--- src/hw/rtl/tap_hold_swipe_gesture_mapper_assert.svh ---
// Assertion macros for the tap/hold/swipe gesture mapper
`ifndef TAP_HOLD_SWIPE_GESTURE_MAPPER_ASSERT_SVH
`define TAP_HOLD_SWIPE_GESTURE_MAPPER_ASSERT_SVH

`define THSG_ASSERT_SAME(lbl, ante, cons) \
  lbl: assert property (@(posedge clk) disable iff (!rst_n) (ante) |-> (cons)) \
    else $error("gesture mapper check failed");

`define THSG_ASSERT_NEXT(lbl, ante, cons) \
  lbl: assert property (@(posedge clk) disable iff (!rst_n) (ante) |=> (cons)) \
    else $error("gesture mapper check failed");

`endif

--- src/hw/rtl/thsg_pkg.sv ---
// Package: types, codes and helpers of the gesture mapper
`default_nettype none
package thsg_pkg;

  localparam int THSG_TIME_BITS = 32;
  localparam int QBITS = 11;
  localparam int CNT_W = 4;

  localparam logic [2:0] REG_PROFILE  = 3'd0;
  localparam logic [2:0] REG_HOLD_THR = 3'd1;
  localparam logic [2:0] REG_TAP      = 3'd2;
  localparam logic [2:0] REG_DUR      = 3'd3;
  localparam logic [2:0] REG_LAYOUT   = 3'd4;

  localparam logic [2:0] PROF_OFF          = 3'd0;
  localparam logic [2:0] PROF_VIEW_UP      = 3'd1;
  localparam logic [2:0] PROF_VIEW_LEFT_UP = 3'd2;
  localparam logic [2:0] PROF_VIEW_LEFT    = 3'd3;
  localparam logic [2:0] PROF_STICK        = 3'd4;
  localparam logic [2:0] PROF_FACE         = 3'd5;

  localparam logic [1:0] DIR_UP    = 2'd0;
  localparam logic [1:0] DIR_DOWN  = 2'd1;
  localparam logic [1:0] DIR_LEFT  = 2'd2;
  localparam logic [1:0] DIR_RIGHT = 2'd3;

  localparam logic [1:0] PH_IDLE    = 2'd0;
  localparam logic [1:0] PH_PENDING = 2'd1;
  localparam logic [1:0] PH_PULSE   = 2'd2;
  localparam logic [1:0] PH_WAIT    = 2'd3;

  localparam logic [15:0] CENTER_X = 16'd960;
  localparam logic [15:0] CENTER_Y = 16'd540;
  localparam logic [15:0] LEFT_X   = 16'd320;
  localparam logic [15:0] RIGHT_X  = 16'd1600;
  localparam logic [15:0] TOP_Y    = 16'd200;
  localparam logic [15:0] BOTTOM_Y = 16'd850;
  localparam logic [7:0]  STICK_CENTER = 8'd128;
  localparam logic [7:0]  STICK_THR    = 8'd64;
  localparam logic [10:0] SPAN_Y = 11'd650;
  localparam logic [10:0] SPAN_X = 11'd1280;

  localparam logic [15:0] RST_THR    = 16'd250;
  localparam logic [15:0] RST_TAP    = 16'd50;
  localparam logic [15:0] RST_DUR    = 16'd120;
  localparam logic [23:0] RST_LAYOUT = 24'd5447706;

  typedef struct packed {
    logic capture;
    logic step;
    logic div_init;
    logic div_step;
    logic load_out;
  } ctl_cmd_t;

  typedef struct packed {
    logic draw;
  } dp_sts_t;

  typedef struct packed {
    logic [1:0] phase;
    logic       restart;
    logic       tap;
    logic       fire;
  } hold_res_t;

  function automatic logic [15:0] lbit(input logic [23:0] lay, input logic [2:0] slot);
    lbit = 16'h1 << lay[4*slot +: 4];
  endfunction

  function automatic hold_res_t hold_fn(input logic [1:0] ph, input logic pressed,
                                        input logic ge_thr, input logic lt_pulse);
    hold_res_t r;
    r = '{phase: ph, restart: 1'b0, tap: 1'b0, fire: 1'b0};
    unique case (ph)
      PH_IDLE: begin
        if (pressed) begin
          r.phase = PH_PENDING;
          r.restart = 1'b1;
        end
      end
      PH_PENDING: begin
        if (!pressed) begin
          r.phase = PH_PULSE;
          r.restart = 1'b1;
          r.tap = 1'b1;
        end else if (ge_thr) begin
          r.phase = PH_WAIT;
          r.fire = 1'b1;
        end
      end
      PH_PULSE: begin
        if (lt_pulse) begin
          r.tap = 1'b1;
        end else if (pressed) begin
          r.phase = PH_PENDING;
          r.restart = 1'b1;
        end else begin
          r.phase = PH_IDLE;
        end
      end
      default: begin
        if (!pressed) r.phase = PH_IDLE;
      end
    endcase
    return r;
  endfunction

endpackage
`default_nettype wire

--- src/hw/rtl/thsg_ctrl.sv ---
// Controller: sequences capture, gesture step, division and output load
`default_nettype none
module thsg_ctrl (
  input  wire logic              clk,
  input  wire logic              rst_n,
  input  wire logic              in_valid,
  output logic                   in_stall,
  output logic                   out_valid,
  input  wire logic              out_stall,
  input  wire thsg_pkg::dp_sts_t sts,
  output thsg_pkg::ctl_cmd_t     cmd
);
  import thsg_pkg::*;

  typedef enum logic [2:0] {S_IDLE, S_STEP, S_INIT, S_DIV, S_FIN} state_t;

  state_t state_r, state_nxt;
  logic [CNT_W-1:0] cnt_r, cnt_nxt;
  logic out_valid_r, out_valid_nxt;

  always_comb begin
    cmd.capture  = (state_r == S_IDLE) && in_valid;
    cmd.step     = (state_r == S_STEP);
    cmd.div_init = (state_r == S_INIT) && sts.draw;
    cmd.div_step = (state_r == S_DIV);
    cmd.load_out = (state_r == S_FIN) && (!out_valid_r || !out_stall);
  end

  always_comb begin
    state_nxt = state_r;
    cnt_nxt = cnt_r;
    unique case (state_r)
      S_IDLE: if (in_valid) state_nxt = S_STEP;
      S_STEP: state_nxt = S_INIT;
      S_INIT: begin
        cnt_nxt = '0;
        state_nxt = sts.draw ? S_DIV : S_FIN;
      end
      S_DIV: begin
        cnt_nxt = cnt_r + CNT_W'(1);
        if (cnt_r == CNT_W'(QBITS - 1)) state_nxt = S_FIN;
      end
      S_FIN: if (cmd.load_out) state_nxt = S_IDLE;
      default: state_nxt = S_IDLE;
    endcase
    priority if (cmd.load_out) out_valid_nxt = 1'b1;
    else if (!out_stall)       out_valid_nxt = 1'b0;
    else                       out_valid_nxt = out_valid_r;
  end

  always_ff @(posedge clk) begin
    if (!rst_n) begin
      state_r <= S_IDLE;
      cnt_r <= '0;
      out_valid_r <= 1'b0;
    end else begin
      state_r <= state_nxt;
      cnt_r <= cnt_nxt;
      out_valid_r <= out_valid_nxt;
    end
  end

  assign in_stall = (state_r != S_IDLE);
  assign out_valid = out_valid_r;

endmodule
`default_nettype wire

--- src/hw/rtl/thsg_dp.sv ---
// Datapath: configuration, gesture state, swipe divider and output registers
`default_nettype none
module thsg_dp #(
  parameter int TIME_BITS = thsg_pkg::THSG_TIME_BITS
) (
  input  wire logic               clk,
  input  wire logic               rst_n,
  input  wire logic               cfg_we,
  input  wire logic [2:0]         cfg_idx,
  input  wire logic [23:0]        cfg_wdata,
  input  wire logic [15:0]        in_buttons_in,
  input  wire logic [7:0]         in_dpad_in,
  input  wire logic [7:0]         in_stick_x_in,
  input  wire logic [7:0]         in_stick_y_in,
  input  wire logic [15:0]        in_touch_x_in,
  input  wire logic [15:0]        in_touch_y_in,
  input  wire logic               in_touch_active_in,
  input  wire logic [31:0]        in_time_ms,
  input  wire thsg_pkg::ctl_cmd_t cmd,
  output thsg_pkg::dp_sts_t       sts,
  output logic [15:0]             out_buttons_out,
  output logic [7:0]              out_dpad_out,
  output logic [7:0]              out_stick_x_out,
  output logic [7:0]              out_stick_y_out,
  output logic [15:0]             out_touch_x_out,
  output logic [15:0]             out_touch_y_out,
  output logic                    out_touch_active_out
);
  import thsg_pkg::*;

  localparam int TW = TIME_BITS;

  logic [2:0]  profile_r;
  logic [15:0] thr_r, pulse_r, dur_r;
  logic [23:0] layout_r;

  logic [15:0] bi_r, txi_r, tyi_r;
  logic [7:0]  di_r, sxi_r, syi_r;
  logic        tai_r;
  logic [TW-1:0] now_r;

  logic [1:0]    vh_phase_r, vh_phase_nxt, uh_phase_r, uh_phase_nxt;
  logic [TW-1:0] vh_start_r, vh_start_nxt, uh_start_r, uh_start_nxt;
  logic          sw_act_r, sw_act_nxt;
  logic [1:0]    sw_dir_r, sw_dir_nxt;
  logic [TW-1:0] sw_start_r, sw_start_nxt;
  logic          st_tap_r, st_tap_nxt;
  logic [TW-1:0] st_tstart_r, st_tstart_nxt;
  logic          st_prev_r, st_prev_nxt, st_armed_r, st_armed_nxt, st_fired_r, st_fired_nxt;
  logic          fc_tap_r, fc_tap_nxt;
  logic [TW-1:0] fc_tstart_r, fc_tstart_nxt;
  logic          fc_prev_r, fc_prev_nxt, fc_armed_r, fc_armed_nxt, fc_fired_r, fc_fired_nxt;
  logic          fc_pass_r, fc_pass_nxt;
  logic [15:0]   fc_mask_r, fc_mask_nxt;

  logic [15:0] b_v, tx_v, ty_v;
  logic [7:0]  d_v, sx_v, sy_v;
  logic        ta_v, draw_v;
  logic [TW-1:0] el_v;
  hold_res_t   vh, uh;
  logic [15:0] tp, r1, fbit;
  logic [1:0]  fdir;
  logic        has_face, fmod, smod, neutral;
  logic [7:0]  ax, ay;
  logic [TW-1:0] d_view, d_up, d_stap, d_ftap;
  logic [TW-1:0] thr_w, pulse_w, dur_w;

  logic [15:0] rb_r, rtx_r, rty_r;
  logic [7:0]  rd_r, rsx_r, rsy_r;
  logic        rta_r, draw_r;
  logic [15:0] el_r;

  logic [15:0] rem_r;
  logic [QBITS-1:0] lo_r, q_r;
  logic [26:0] prod;
  logic [16:0] trial;
  logic        ge;
  logic [10:0] span;

  assign thr_w   = TW'(thr_r);
  assign pulse_w = TW'(pulse_r);
  assign dur_w   = TW'(dur_r);
  assign d_view  = now_r - vh_start_r;
  assign d_up    = now_r - uh_start_r;
  assign d_stap  = now_r - st_tstart_r;
  assign d_ftap  = now_r - fc_tstart_r;
  assign tp      = lbit(layout_r, 3'd0);
  assign r1      = lbit(layout_r, 3'd5);
  assign fmod    = (bi_r & r1) != 16'd0;
  assign smod    = di_r[3];
  assign ax      = (sxi_r >= STICK_CENTER) ? sxi_r - STICK_CENTER : STICK_CENTER - sxi_r;
  assign ay      = (syi_r >= STICK_CENTER) ? syi_r - STICK_CENTER : STICK_CENTER - syi_r;
  assign neutral = (ax < STICK_THR) && (ay < STICK_THR);
  assign vh = hold_fn(vh_phase_r, (bi_r & tp) != 16'd0, d_view >= thr_w, d_view < pulse_w);
  assign uh = hold_fn(uh_phase_r, di_r[0], d_up >= thr_w, d_up < pulse_w);

  always_comb begin
    has_face = 1'b0;
    fdir = DIR_UP;
    fbit = '0;
    for (int i = 3; i >= 0; i--) begin
      if ((bi_r & lbit(layout_r, 3'(i + 1))) != 16'd0) begin
        has_face = 1'b1;
        fdir = 2'(i);
        fbit = lbit(layout_r, 3'(i + 1));
      end
    end
  end

  always_comb begin
    vh_phase_nxt = vh_phase_r; vh_start_nxt = vh_start_r;
    uh_phase_nxt = uh_phase_r; uh_start_nxt = uh_start_r;
    sw_act_nxt = sw_act_r; sw_dir_nxt = sw_dir_r; sw_start_nxt = sw_start_r;
    st_tap_nxt = st_tap_r; st_tstart_nxt = st_tstart_r;
    st_prev_nxt = st_prev_r; st_armed_nxt = st_armed_r; st_fired_nxt = st_fired_r;
    fc_tap_nxt = fc_tap_r; fc_tstart_nxt = fc_tstart_r;
    fc_prev_nxt = fc_prev_r; fc_armed_nxt = fc_armed_r; fc_fired_nxt = fc_fired_r;
    fc_pass_nxt = fc_pass_r; fc_mask_nxt = fc_mask_r;
    b_v = bi_r; d_v = di_r; sx_v = sxi_r; sy_v = syi_r;
    tx_v = txi_r; ty_v = tyi_r; ta_v = tai_r;
    draw_v = 1'b0;
    el_v = '0;
    unique case (profile_r)
      PROF_VIEW_UP, PROF_VIEW_LEFT_UP, PROF_VIEW_LEFT: begin
        b_v = b_v & ~tp;
        vh_phase_nxt = vh.phase;
        if (vh.restart) vh_start_nxt = now_r;
        if (vh.fire && !sw_act_nxt) begin
          sw_act_nxt = 1'b1;
          sw_dir_nxt = (profile_r == PROF_VIEW_UP) ? DIR_UP : DIR_LEFT;
          sw_start_nxt = now_r;
        end
        if (vh.tap) begin
          b_v = b_v | tp;
          tx_v = CENTER_X;
          ty_v = CENTER_Y;
          ta_v = 1'b1;
        end
        if (profile_r == PROF_VIEW_LEFT_UP) begin
          d_v[0] = 1'b0;
          uh_phase_nxt = uh.phase;
          if (uh.restart) uh_start_nxt = now_r;
          if (uh.fire && !sw_act_nxt) begin
            sw_act_nxt = 1'b1;
            sw_dir_nxt = DIR_UP;
            sw_start_nxt = now_r;
          end
          if (uh.tap) d_v[0] = 1'b1;
        end
      end
      PROF_STICK: begin
        if (st_tap_r) begin
          if (d_stap < pulse_w) d_v[3] = 1'b1;
          else st_tap_nxt = 1'b0;
        end
        if (smod) begin
          d_v[3] = 1'b0;
          if (!st_prev_r) begin
            st_armed_nxt = neutral;
            st_fired_nxt = 1'b0;
            st_tap_nxt = 1'b0;
          end
          if (st_armed_nxt && !st_fired_nxt && !neutral) begin
            if (!sw_act_nxt) begin
              sw_act_nxt = 1'b1;
              if (ax > ay) sw_dir_nxt = (sxi_r < STICK_CENTER) ? DIR_LEFT : DIR_RIGHT;
              else sw_dir_nxt = (syi_r < STICK_CENTER) ? DIR_UP : DIR_DOWN;
              sw_start_nxt = now_r;
            end
            st_fired_nxt = 1'b1;
          end
          if (st_fired_nxt) begin
            sx_v = STICK_CENTER;
            sy_v = STICK_CENTER;
          end
        end else if (st_prev_r) begin
          if (!st_fired_r) begin
            st_tap_nxt = 1'b1;
            st_tstart_nxt = now_r;
            d_v[3] = 1'b1;
          end
          st_armed_nxt = 1'b0;
          st_fired_nxt = 1'b0;
        end
        st_prev_nxt = smod;
      end
      PROF_FACE: begin
        if (fc_tap_r) begin
          if (d_ftap < pulse_w) b_v = b_v | r1;
          else fc_tap_nxt = 1'b0;
        end
        if (fmod && !fc_prev_r && has_face) begin
          fc_pass_nxt = 1'b1;
          fc_armed_nxt = 1'b0;
          fc_fired_nxt = 1'b0;
          fc_tap_nxt = 1'b0;
        end
        if (fc_pass_nxt) begin
          if (!fmod) fc_pass_nxt = 1'b0;
        end else if (fmod) begin
          b_v = b_v & ~r1;
          if (!fc_prev_r) begin
            fc_armed_nxt = !has_face;
            fc_fired_nxt = 1'b0;
            fc_mask_nxt = '0;
            fc_tap_nxt = 1'b0;
          end
          if (fc_armed_nxt && !fc_fired_nxt && fc_prev_r && has_face) begin
            if (!sw_act_nxt) begin
              sw_act_nxt = 1'b1;
              sw_dir_nxt = fdir;
              sw_start_nxt = now_r;
            end
            fc_fired_nxt = 1'b1;
            fc_mask_nxt = fbit;
          end
          if (fc_fired_nxt) b_v = b_v & ~fc_mask_nxt;
        end else if (fc_prev_r) begin
          if (!fc_fired_r) begin
            fc_tap_nxt = 1'b1;
            fc_tstart_nxt = now_r;
            b_v = b_v | r1;
          end
          fc_armed_nxt = 1'b0;
          fc_fired_nxt = 1'b0;
          fc_mask_nxt = '0;
        end
        fc_prev_nxt = fmod;
      end
      default: ;
    endcase
    if ((profile_r >= PROF_VIEW_UP) && (profile_r <= PROF_FACE) && sw_act_nxt) begin
      el_v = now_r - sw_start_nxt;
      if (el_v >= dur_w) begin
        sw_act_nxt = 1'b0;
      end else begin
        draw_v = 1'b1;
        b_v = b_v & ~tp;
      end
    end
  end

  always_ff @(posedge clk) begin
    if (!rst_n) begin
      profile_r <= PROF_OFF;
      thr_r <= RST_THR;
      pulse_r <= RST_TAP;
      dur_r <= RST_DUR;
      layout_r <= RST_LAYOUT;
    end else if (cfg_we) begin
      unique case (cfg_idx)
        REG_PROFILE:  profile_r <= cfg_wdata[2:0];
        REG_HOLD_THR: thr_r <= cfg_wdata[15:0];
        REG_TAP:      pulse_r <= cfg_wdata[15:0];
        REG_DUR:      dur_r <= cfg_wdata[15:0];
        REG_LAYOUT:   layout_r <= cfg_wdata;
        default: ;
      endcase
    end
  end

  always_ff @(posedge clk) begin
    if (!rst_n) begin
      vh_phase_r <= PH_IDLE; vh_start_r <= '0;
      uh_phase_r <= PH_IDLE; uh_start_r <= '0;
      sw_act_r <= 1'b0; sw_dir_r <= DIR_UP; sw_start_r <= '0;
      st_tap_r <= 1'b0; st_tstart_r <= '0;
      st_prev_r <= 1'b0; st_armed_r <= 1'b0; st_fired_r <= 1'b0;
      fc_tap_r <= 1'b0; fc_tstart_r <= '0;
      fc_prev_r <= 1'b0; fc_armed_r <= 1'b0; fc_fired_r <= 1'b0;
      fc_pass_r <= 1'b0; fc_mask_r <= '0;
      draw_r <= 1'b0;
    end else if (cmd.step) begin
      vh_phase_r <= vh_phase_nxt; vh_start_r <= vh_start_nxt;
      uh_phase_r <= uh_phase_nxt; uh_start_r <= uh_start_nxt;
      sw_act_r <= sw_act_nxt; sw_dir_r <= sw_dir_nxt; sw_start_r <= sw_start_nxt;
      st_tap_r <= st_tap_nxt; st_tstart_r <= st_tstart_nxt;
      st_prev_r <= st_prev_nxt; st_armed_r <= st_armed_nxt; st_fired_r <= st_fired_nxt;
      fc_tap_r <= fc_tap_nxt; fc_tstart_r <= fc_tstart_nxt;
      fc_prev_r <= fc_prev_nxt; fc_armed_r <= fc_armed_nxt; fc_fired_r <= fc_fired_nxt;
      fc_pass_r <= fc_pass_nxt; fc_mask_r <= fc_mask_nxt;
      draw_r <= draw_v;
    end
  end

  always_ff @(posedge clk) begin
    if (cmd.capture) begin
      bi_r <= in_buttons_in; di_r <= in_dpad_in;
      sxi_r <= in_stick_x_in; syi_r <= in_stick_y_in;
      txi_r <= in_touch_x_in; tyi_r <= in_touch_y_in;
      tai_r <= in_touch_active_in;
      now_r <= TW'(in_time_ms);
    end
    if (cmd.step) begin
      rb_r <= b_v; rd_r <= d_v; rsx_r <= sx_v; rsy_r <= sy_v;
      rtx_r <= tx_v; rty_r <= ty_v; rta_r <= ta_v;
      el_r <= el_v[15:0];
    end
  end

  assign span  = (sw_dir_r == DIR_UP || sw_dir_r == DIR_DOWN) ? SPAN_Y : SPAN_X;
  assign prod  = 27'(span) * 27'(el_r);
  assign trial = {rem_r, lo_r[QBITS-1]};
  assign ge    = trial >= {1'b0, dur_r};

  always_ff @(posedge clk) begin
    if (cmd.div_init) begin
      rem_r <= prod[26:QBITS];
      lo_r <= prod[QBITS-1:0];
      q_r <= '0;
    end else if (cmd.div_step) begin
      rem_r <= ge ? 16'(trial - {1'b0, dur_r}) : trial[15:0];
      lo_r <= {lo_r[QBITS-2:0], 1'b0};
      q_r <= {q_r[QBITS-2:0], ge};
    end
  end

  always_ff @(posedge clk) begin
    if (cmd.load_out) begin
      out_buttons_out <= rb_r;
      out_dpad_out <= rd_r;
      out_stick_x_out <= rsx_r;
      out_stick_y_out <= rsy_r;
      if (draw_r) begin
        out_touch_active_out <= 1'b1;
        unique case (sw_dir_r)
          DIR_UP: begin
            out_touch_x_out <= CENTER_X;
            out_touch_y_out <= BOTTOM_Y - 16'(q_r);
          end
          DIR_DOWN: begin
            out_touch_x_out <= CENTER_X;
            out_touch_y_out <= TOP_Y + 16'(q_r);
          end
          DIR_LEFT: begin
            out_touch_x_out <= RIGHT_X - 16'(q_r);
            out_touch_y_out <= CENTER_Y;
          end
          default: begin
            out_touch_x_out <= LEFT_X + 16'(q_r);
            out_touch_y_out <= CENTER_Y;
          end
        endcase
      end else begin
        out_touch_x_out <= rtx_r;
        out_touch_y_out <= rty_r;
        out_touch_active_out <= rta_r;
      end
    end
  end

  assign sts.draw = draw_r;

endmodule
`default_nettype wire

--- src/hw/rtl/tap_hold_swipe_gesture_mapper.sv ---
// Tap/hold/swipe gesture mapper for controller reports.
// Input channel in_*: one report per transaction (buttons, d-pad, right stick,
//   first touch point, millisecond timestamp), taken when in_valid is high
//   and in_stall is low.
// Output channel out_*: exactly one rewritten report per input transaction,
//   in order, held in an output register while out_stall is high.
// Configuration: cfg_we writes cfg_wdata into register cfg_idx (0 profile,
//   1 hold threshold, 2 tap pulse, 3 swipe duration, 4 button layout);
//   write only while no report is in flight.
// Sequence: an accepted report is captured, run through the gesture step
//   and the divider set-up, and loaded into the output register; only when a
//   swipe point is interpolated does the divider run between set-up and load,
//   resolving one quotient bit per cycle, 11 bits in all. A new report is
//   accepted as soon as the previous one has moved into the output register.
// Reset (rst_n low, synchronous): registers return to their defaults, all
//   gesture state clears and out_valid drops.
// A stalled receiver holds the result; the next report is still accepted
//   and waits in the final stage until the output register frees.
`default_nettype none
module tap_hold_swipe_gesture_mapper #(
  parameter int TIME_BITS = thsg_pkg::THSG_TIME_BITS
) (
  input  wire logic        clk,
  input  wire logic        rst_n,
  input  wire logic        cfg_we,
  input  wire logic [2:0]  cfg_idx,
  input  wire logic [23:0] cfg_wdata,
  input  wire logic        in_valid,
  output logic             in_stall,
  input  wire logic [15:0] in_buttons_in,
  input  wire logic [7:0]  in_dpad_in,
  input  wire logic [7:0]  in_stick_x_in,
  input  wire logic [7:0]  in_stick_y_in,
  input  wire logic [15:0] in_touch_x_in,
  input  wire logic [15:0] in_touch_y_in,
  input  wire logic        in_touch_active_in,
  input  wire logic [31:0] in_time_ms,
  output logic             out_valid,
  input  wire logic        out_stall,
  output logic [15:0]      out_buttons_out,
  output logic [7:0]       out_dpad_out,
  output logic [7:0]       out_stick_x_out,
  output logic [7:0]       out_stick_y_out,
  output logic [15:0]      out_touch_x_out,
  output logic [15:0]      out_touch_y_out,
  output logic             out_touch_active_out
);
  import thsg_pkg::*;

  ctl_cmd_t cmd;
  dp_sts_t  sts;

  thsg_ctrl u_ctrl (
    .clk       (clk),
    .rst_n     (rst_n),
    .in_valid  (in_valid),
    .in_stall  (in_stall),
    .out_valid (out_valid),
    .out_stall (out_stall),
    .sts       (sts),
    .cmd       (cmd)
  );

  thsg_dp #(.TIME_BITS(TIME_BITS)) u_dp (
    .clk                  (clk),
    .rst_n                (rst_n),
    .cfg_we               (cfg_we),
    .cfg_idx              (cfg_idx),
    .cfg_wdata            (cfg_wdata),
    .in_buttons_in        (in_buttons_in),
    .in_dpad_in           (in_dpad_in),
    .in_stick_x_in        (in_stick_x_in),
    .in_stick_y_in        (in_stick_y_in),
    .in_touch_x_in        (in_touch_x_in),
    .in_touch_y_in        (in_touch_y_in),
    .in_touch_active_in   (in_touch_active_in),
    .in_time_ms           (in_time_ms),
    .cmd                  (cmd),
    .sts                  (sts),
    .out_buttons_out      (out_buttons_out),
    .out_dpad_out         (out_dpad_out),
    .out_stick_x_out      (out_stick_x_out),
    .out_stick_y_out      (out_stick_y_out),
    .out_touch_x_out      (out_touch_x_out),
    .out_touch_y_out      (out_touch_y_out),
    .out_touch_active_out (out_touch_active_out)
  );

`include "tap_hold_swipe_gesture_mapper_assert.svh"

  `THSG_ASSERT_NEXT(a_busy_after_accept, in_valid && !in_stall, in_stall)
  `THSG_ASSERT_SAME(a_cmd_exclusive, 1'b1,
    $onehot0({cmd.capture, cmd.step, cmd.div_init, cmd.div_step, cmd.load_out}))
  `THSG_ASSERT_SAME(a_no_overwrite, cmd.load_out, !(out_valid && out_stall))
  `THSG_ASSERT_NEXT(a_load_shows, cmd.load_out, out_valid)

endmodule
`default_nettype wire
--- config.mk ---
export PLATFORM = sky130hd
export DESIGN_NAME = tap_hold_swipe_gesture_mapper
export DESIGN_NICKNAME = d
export VERILOG_FILES = /design/src/hw/rtl/thsg_pkg.sv /design/src/hw/rtl/thsg_ctrl.sv /design/src/hw/rtl/thsg_dp.sv /design/src/hw/rtl/tap_hold_swipe_gesture_mapper.sv
export VERILOG_INCLUDE_DIRS = /design/src /design/src/hw/rtl
export SDC_FILE = /design/constraint.sdc
export NUM_CORES = 2
export LEC_CHECK = 0
export BUFFER_PORTS_ARGS = -buffer_cell sky130_fd_sc_hd__buf_2
export CAP_MARGIN = 20
export CORE_MARGIN = 10
export CORE_UTILIZATION = 23
export CTS_BUF_LIST = sky130_fd_sc_hd__clkbuf_16
export CTS_CLUSTER_SIZE = 40
export DETAILED_ROUTE_END_ITERATION = 10
export GPL_ROUTABILITY_DRIVEN = 1
export PLACE_DENSITY = 0.41
export SLEW_MARGIN = 20
export SYNTH_ARGS = -nofsm -noshare
export SYNTH_HDL_FRONTEND = slang
export SYNTH_SLANG_ARGS = --single-unit
--- constraint.sdc ---
create_clock -name clk -period 8.3 [get_ports clk]
set_clock_uncertainty 0.15 [all_clocks]
set_input_delay 0 -clock clk [delete_from_list [all_inputs] [get_ports clk]]
set_output_delay 0 -clock clk [all_outputs]
set_load 0.02 [all_outputs]
==> impl_metrics.py <==
metrics = {
    "global_routing": {
        "grt_use_total_pct": 15.0,
        "grt_pass1_wl_um": 228000,
        "grt_pass1_vias": 36800,
        "overflow": 0,
        "antenna_found_initial": 1,
        "grt_max_degree": 75,
    },
    "sta": {
        "slew_headroom_pct": 28.8,
        "fmax_mhz": 119,
        "slew_viol_final": 0,
        "period_minus_slack_ns": 8.39,
        "tns_ns": -0.806,
        "worst_pin_slew_ns": 1.07,
        "finalHoldViolCount": 0,
        "setup_ws_ns": -0.0852,
        "post-route-period-util_pct": 101,
        "setup_violations": 14,
        "rsz0062_at_grt": "true",
    },
    "power": {
        "power_mw": 9.76,
        "seqPwrFrac_pct": 34.3,
        "p_leak_nw": 20.4,
        "intPower_mw": 6.50,
        "peakVddDrop_mv": 0.141,
        "combPwrFrac_pct": 29.5,
        "power.density_nw_per_um2": 184,
        "p_switching_mw": 3.26,
        "switching_share_pct": 33.4,
        "p_clk_share_pct": 36.2,
    },
    "clock_tree": {
        "h-tree-depth": 3,
        "cts.sinks": 580,
        "clkLatencyLatePin_ns": 0.71,
        "cts_buffers": 81,
        "cts_buffer_depth": 3,
        "cts_root_buf": "clkbuf_16",
        "cts_tree": "done",
        "clkTransAtPathRegs_ns": 0.06,
    },
    "worst_setup_path": {
        "critPathMaxStageDelay_ns": 0.41,
        "required_ns": 8.57,
        "cp.arrival_ns": 8.66,
        "slowest_stage": "fa_2",
        "worst_setup_path_end_kind": "flop",
        "r2r-end": "u_dp.rb_r[15]$_DFFE_PN_",
        "r2r_start": "u_dp.now_r[0]$_DFFE_PP_",
        "crit_buf_inv": 9,
        "rr_worst_depth": 42,
        "crit_top_cell": "buf_6",
        "crit_type": "reg -> reg",
        "critPathLaunchType": "flop",
        "critPathTopFamily": "compound AO/OA/AOI/OAI gates",
        "worstPathMaxFanout": 8,
        "rrSetupSlack_ns": -0.09,
    },
    "synthesis": {
        "muxShareOfSynthArea_pct": 4.35,
        "synth_area_leaders": "edfxtp_1, dfxtp_1, ha_1",
        "ys_seq_area_share_pct": 36.0,
        "ys.flop_type": "edfxtp_1",
        "synth_compound_gate_area_share_pct": 19.4,
        "synth_cell_types": 114,
        "yosys.area_share.simple_pct": 17.9,
        "yosys.area.top_type": "edfxtp_1",
        "ys_ff_latch": 580,
        "synth_edf_count": 293,
        "synth.avg_cell_area_um2": 8.88,
        "synth_xor_area_share_pct": 3.16,
        "syn_inst": 4549,
        "synthArstFlopShare_pct": 0,
        "synth_top_family_by_area": "compound AO/OA/AOI/OAI gates",
        "yosys.area_share.adder_pct": 14.1,
        "netlist_area_um2": 40400,
        "yosysWarnings": 0,
        "yosys.area.top_type_share_pct": 21.8,
    },
    "placement": {
        "portBuffers": 211,
        "gp_congestion": 0.875,
        "hpwl_um": 113000,
        "placed_cell_area_um2": 46500,
        "place_ws_ns": -0.932,
    },
    "floorplan": {
        "start_util_pct": 23.2,
        "die_h_um": 439,
        "dieArea_um2": 193000,
        "core_area_um2": 174000,
        "ioPinCount": 212,
        "num_rows": 153,
        "die_w_um": 439,
    },
    "final_layout": {
        "layout_common_cells": "nand2_1, buf_4, ha_1",
        "final_area_um2": 53000,
        "fill_cells": 18300,
        "fin_nets": 5940,
        "final_common_cell": "nand2_1",
        "drive_gt1_share_pct": 17.3,
        "syn2layout_area_growth_pct": 31.1,
    },
    "detailed_routing": {
        "firstDrtPassIters": 6,
        "wl_met2_um": 70600,
        "highest_layer": "met4",
        "dr.first_iter.drc_count": 2374,
        "wl_met1_um": 70000,
        "post-route-drc-count": 0,
        "drt_wl_total_um": 150000,
        "wl_per_cell_um": 19.3,
        "drtAntennaViolNets": 0,
        "routed-wl-met3_um": 6060,
        "vias": 36500,
        "routed_via_density": 4.70,
    },
    "min_path": {
        "hold_path_end": "u_dp.pulse_r[10]$_SDFFE_PN0P_",
        "min_from": "cfg_wdata[10]",
        "hold_path.class": "in -> reg",
        "holdPathStages": 4,
    },
    "run_status": {
        "status": "finished with violations",
        "violations": "setup timing",
    },
    "run": {
        "cap_violations": 0,
    },
}
power by group through the flow:
| stage | clock (mW) | combinational, mW | sequential [mW] |
|---|---|---|---|
| after floorplan | 0 | 1.80 | 3.36 |
| after global placement | 0 | 2.76 | 3.41 |
| after detailed placement | 0 | 2.75 | 3.41 |
| after CTS | 3.67 | 2.89 | 3.35 |
| after global routing | 3.77 | 3.25 | 3.37 |
| final | 3.53 | 2.88 | 3.35 |
worst reg2reg max path, delay by kind of cell (launching register included):
kind,cells,cell delay [ns]
and+or+nand+nor,9,1.69
muxes,2,0.20
xor gates and xnor gates,1,0.16
adders and majority gates,4,1.18
DFF,1,0.39
AOI/OAI and AO/OA,17,3.15
buffers and inverters,9,1.18
Yosys cell counts (all sizes together) (98+ instances only):
master,number
dfxtp,287
nor2,294
xnor2,98
a21oi,388
mux2i,145
ha,390
nand3,126
nand2,558
o21ai,200
inv,305
clkbuf,179
edfxtp,293
timing repair:
action	in CTS	in global routing
gates cloned	2	4
endpoints found under the hold margin	304	0
pin swaps	39	28
buffers inserted	58	8
hold buffers	288	0
gates resized for setup	52	36
setup endpoints to repair	18	53
area by class of cell:
class	instances	area [um2]	area share (%)
Multi-Input combinational cell	3447	24200	45.6
Sequential cell	580	14500	27.4
Timing Repair Buffer	954	7540	14.2
Tap cell	2325	2910	5.49
Clock buffer	85	2130	4.01
Inverter	309	1170	2.20
Clock inverter	66	539	1.02
Antenna cell	2	5.00	0.00944
registers in the layout (all words and copies together) (netlist names), 16 cells and up:
name and flops:
u_dp.fc_mask_r 16, u_dp.rty_r 16, u_dp.pulse_r 16, u_dp.txi_r 16, u_dp.rtx_r 16, u_dp.thr_r 16, u_dp.uh_start_r 32, u_dp.st_tstart_r 32
u_dp.vh_start_r 32, u_dp.rb_r 16, u_dp.out_touch_y_out 16, u_dp.layout_r 24, u_dp.sw_start_r 32, u_dp.now_r 32, u_dp.el_r 16, u_dp.tyi_r 16
u_dp.out_touch_x_out 16, u_dp.dur_r 16, u_dp.bi_r 16, u_dp.fc_tstart_r 32, u_dp.rem_r 16, u_dp.out_buttons_out 16
kinds of logic after synthesis:
logic type | count (synthesis)
AO/OA/AOI/OAI | 1191
XOR/XNOR | 146
adder cells (fa/ha/maj) | 430
buffers and inverters | 523
flip-flops | 580
multiplexers | 168
other | 2
AND/OR/NAND/NOR | 1509
layer usage:
layer,track usage (%),vias up
met5,0,-
met3,2.10,177
met1,20.1,17500
met4,3.22,0
met2,25.3,754
li1,-,18100
worst max-delay path by stage:
| stage | start | to | slack [ns] | cells after the start |
|---|---|---|---|---|
| 6_report | u_dp.now_r[0]$_DFFE_PP_ | u_dp.rb_r[15]$_DFFE_PN_ | -0.09 | 42 |
| 3_3_place_gp | u_dp.now_r[0]$_DFFE_PP_ | u_dp.rb_r[0]$_DFFE_PN_ | -0.85 | 40 |
| 3_5_place_dp | u_dp.now_r[0]$_DFFE_PP_ | u_dp.rb_r[0]$_DFFE_PN_ | -0.93 | 40 |
| 5_1_grt | u_dp.now_r[0]$_DFFE_PP_ | u_dp.rb_r[10]$_DFFE_PN_ | -0.56 | 43 |
| 4_1_cts | u_dp.now_r[0]$_DFFE_PP_ | u_dp.rb_r[5]$_DFFE_PN_ | -0.36 | 42 |
| 2_1_floorplan | u_dp.now_r[0]$_DFFE_PP_ | u_dp.rb_r[8]$_DFFE_PN_ | 0.01 | 41 |
metrics by stage:
stage                     std cells  hold WS, ns  util, %
final                          7768       0.0857     30.4
after global routing           7766       0.0673     30.4
after CTS                      7761       0.0139     30.2
after detailed placement       7263       0.0282     26.7
after global placement         7263       0.0292     26.7
after floorplan                4550      -0.0511        -
No activity file was read; power rests on OpenSTA's default activity.
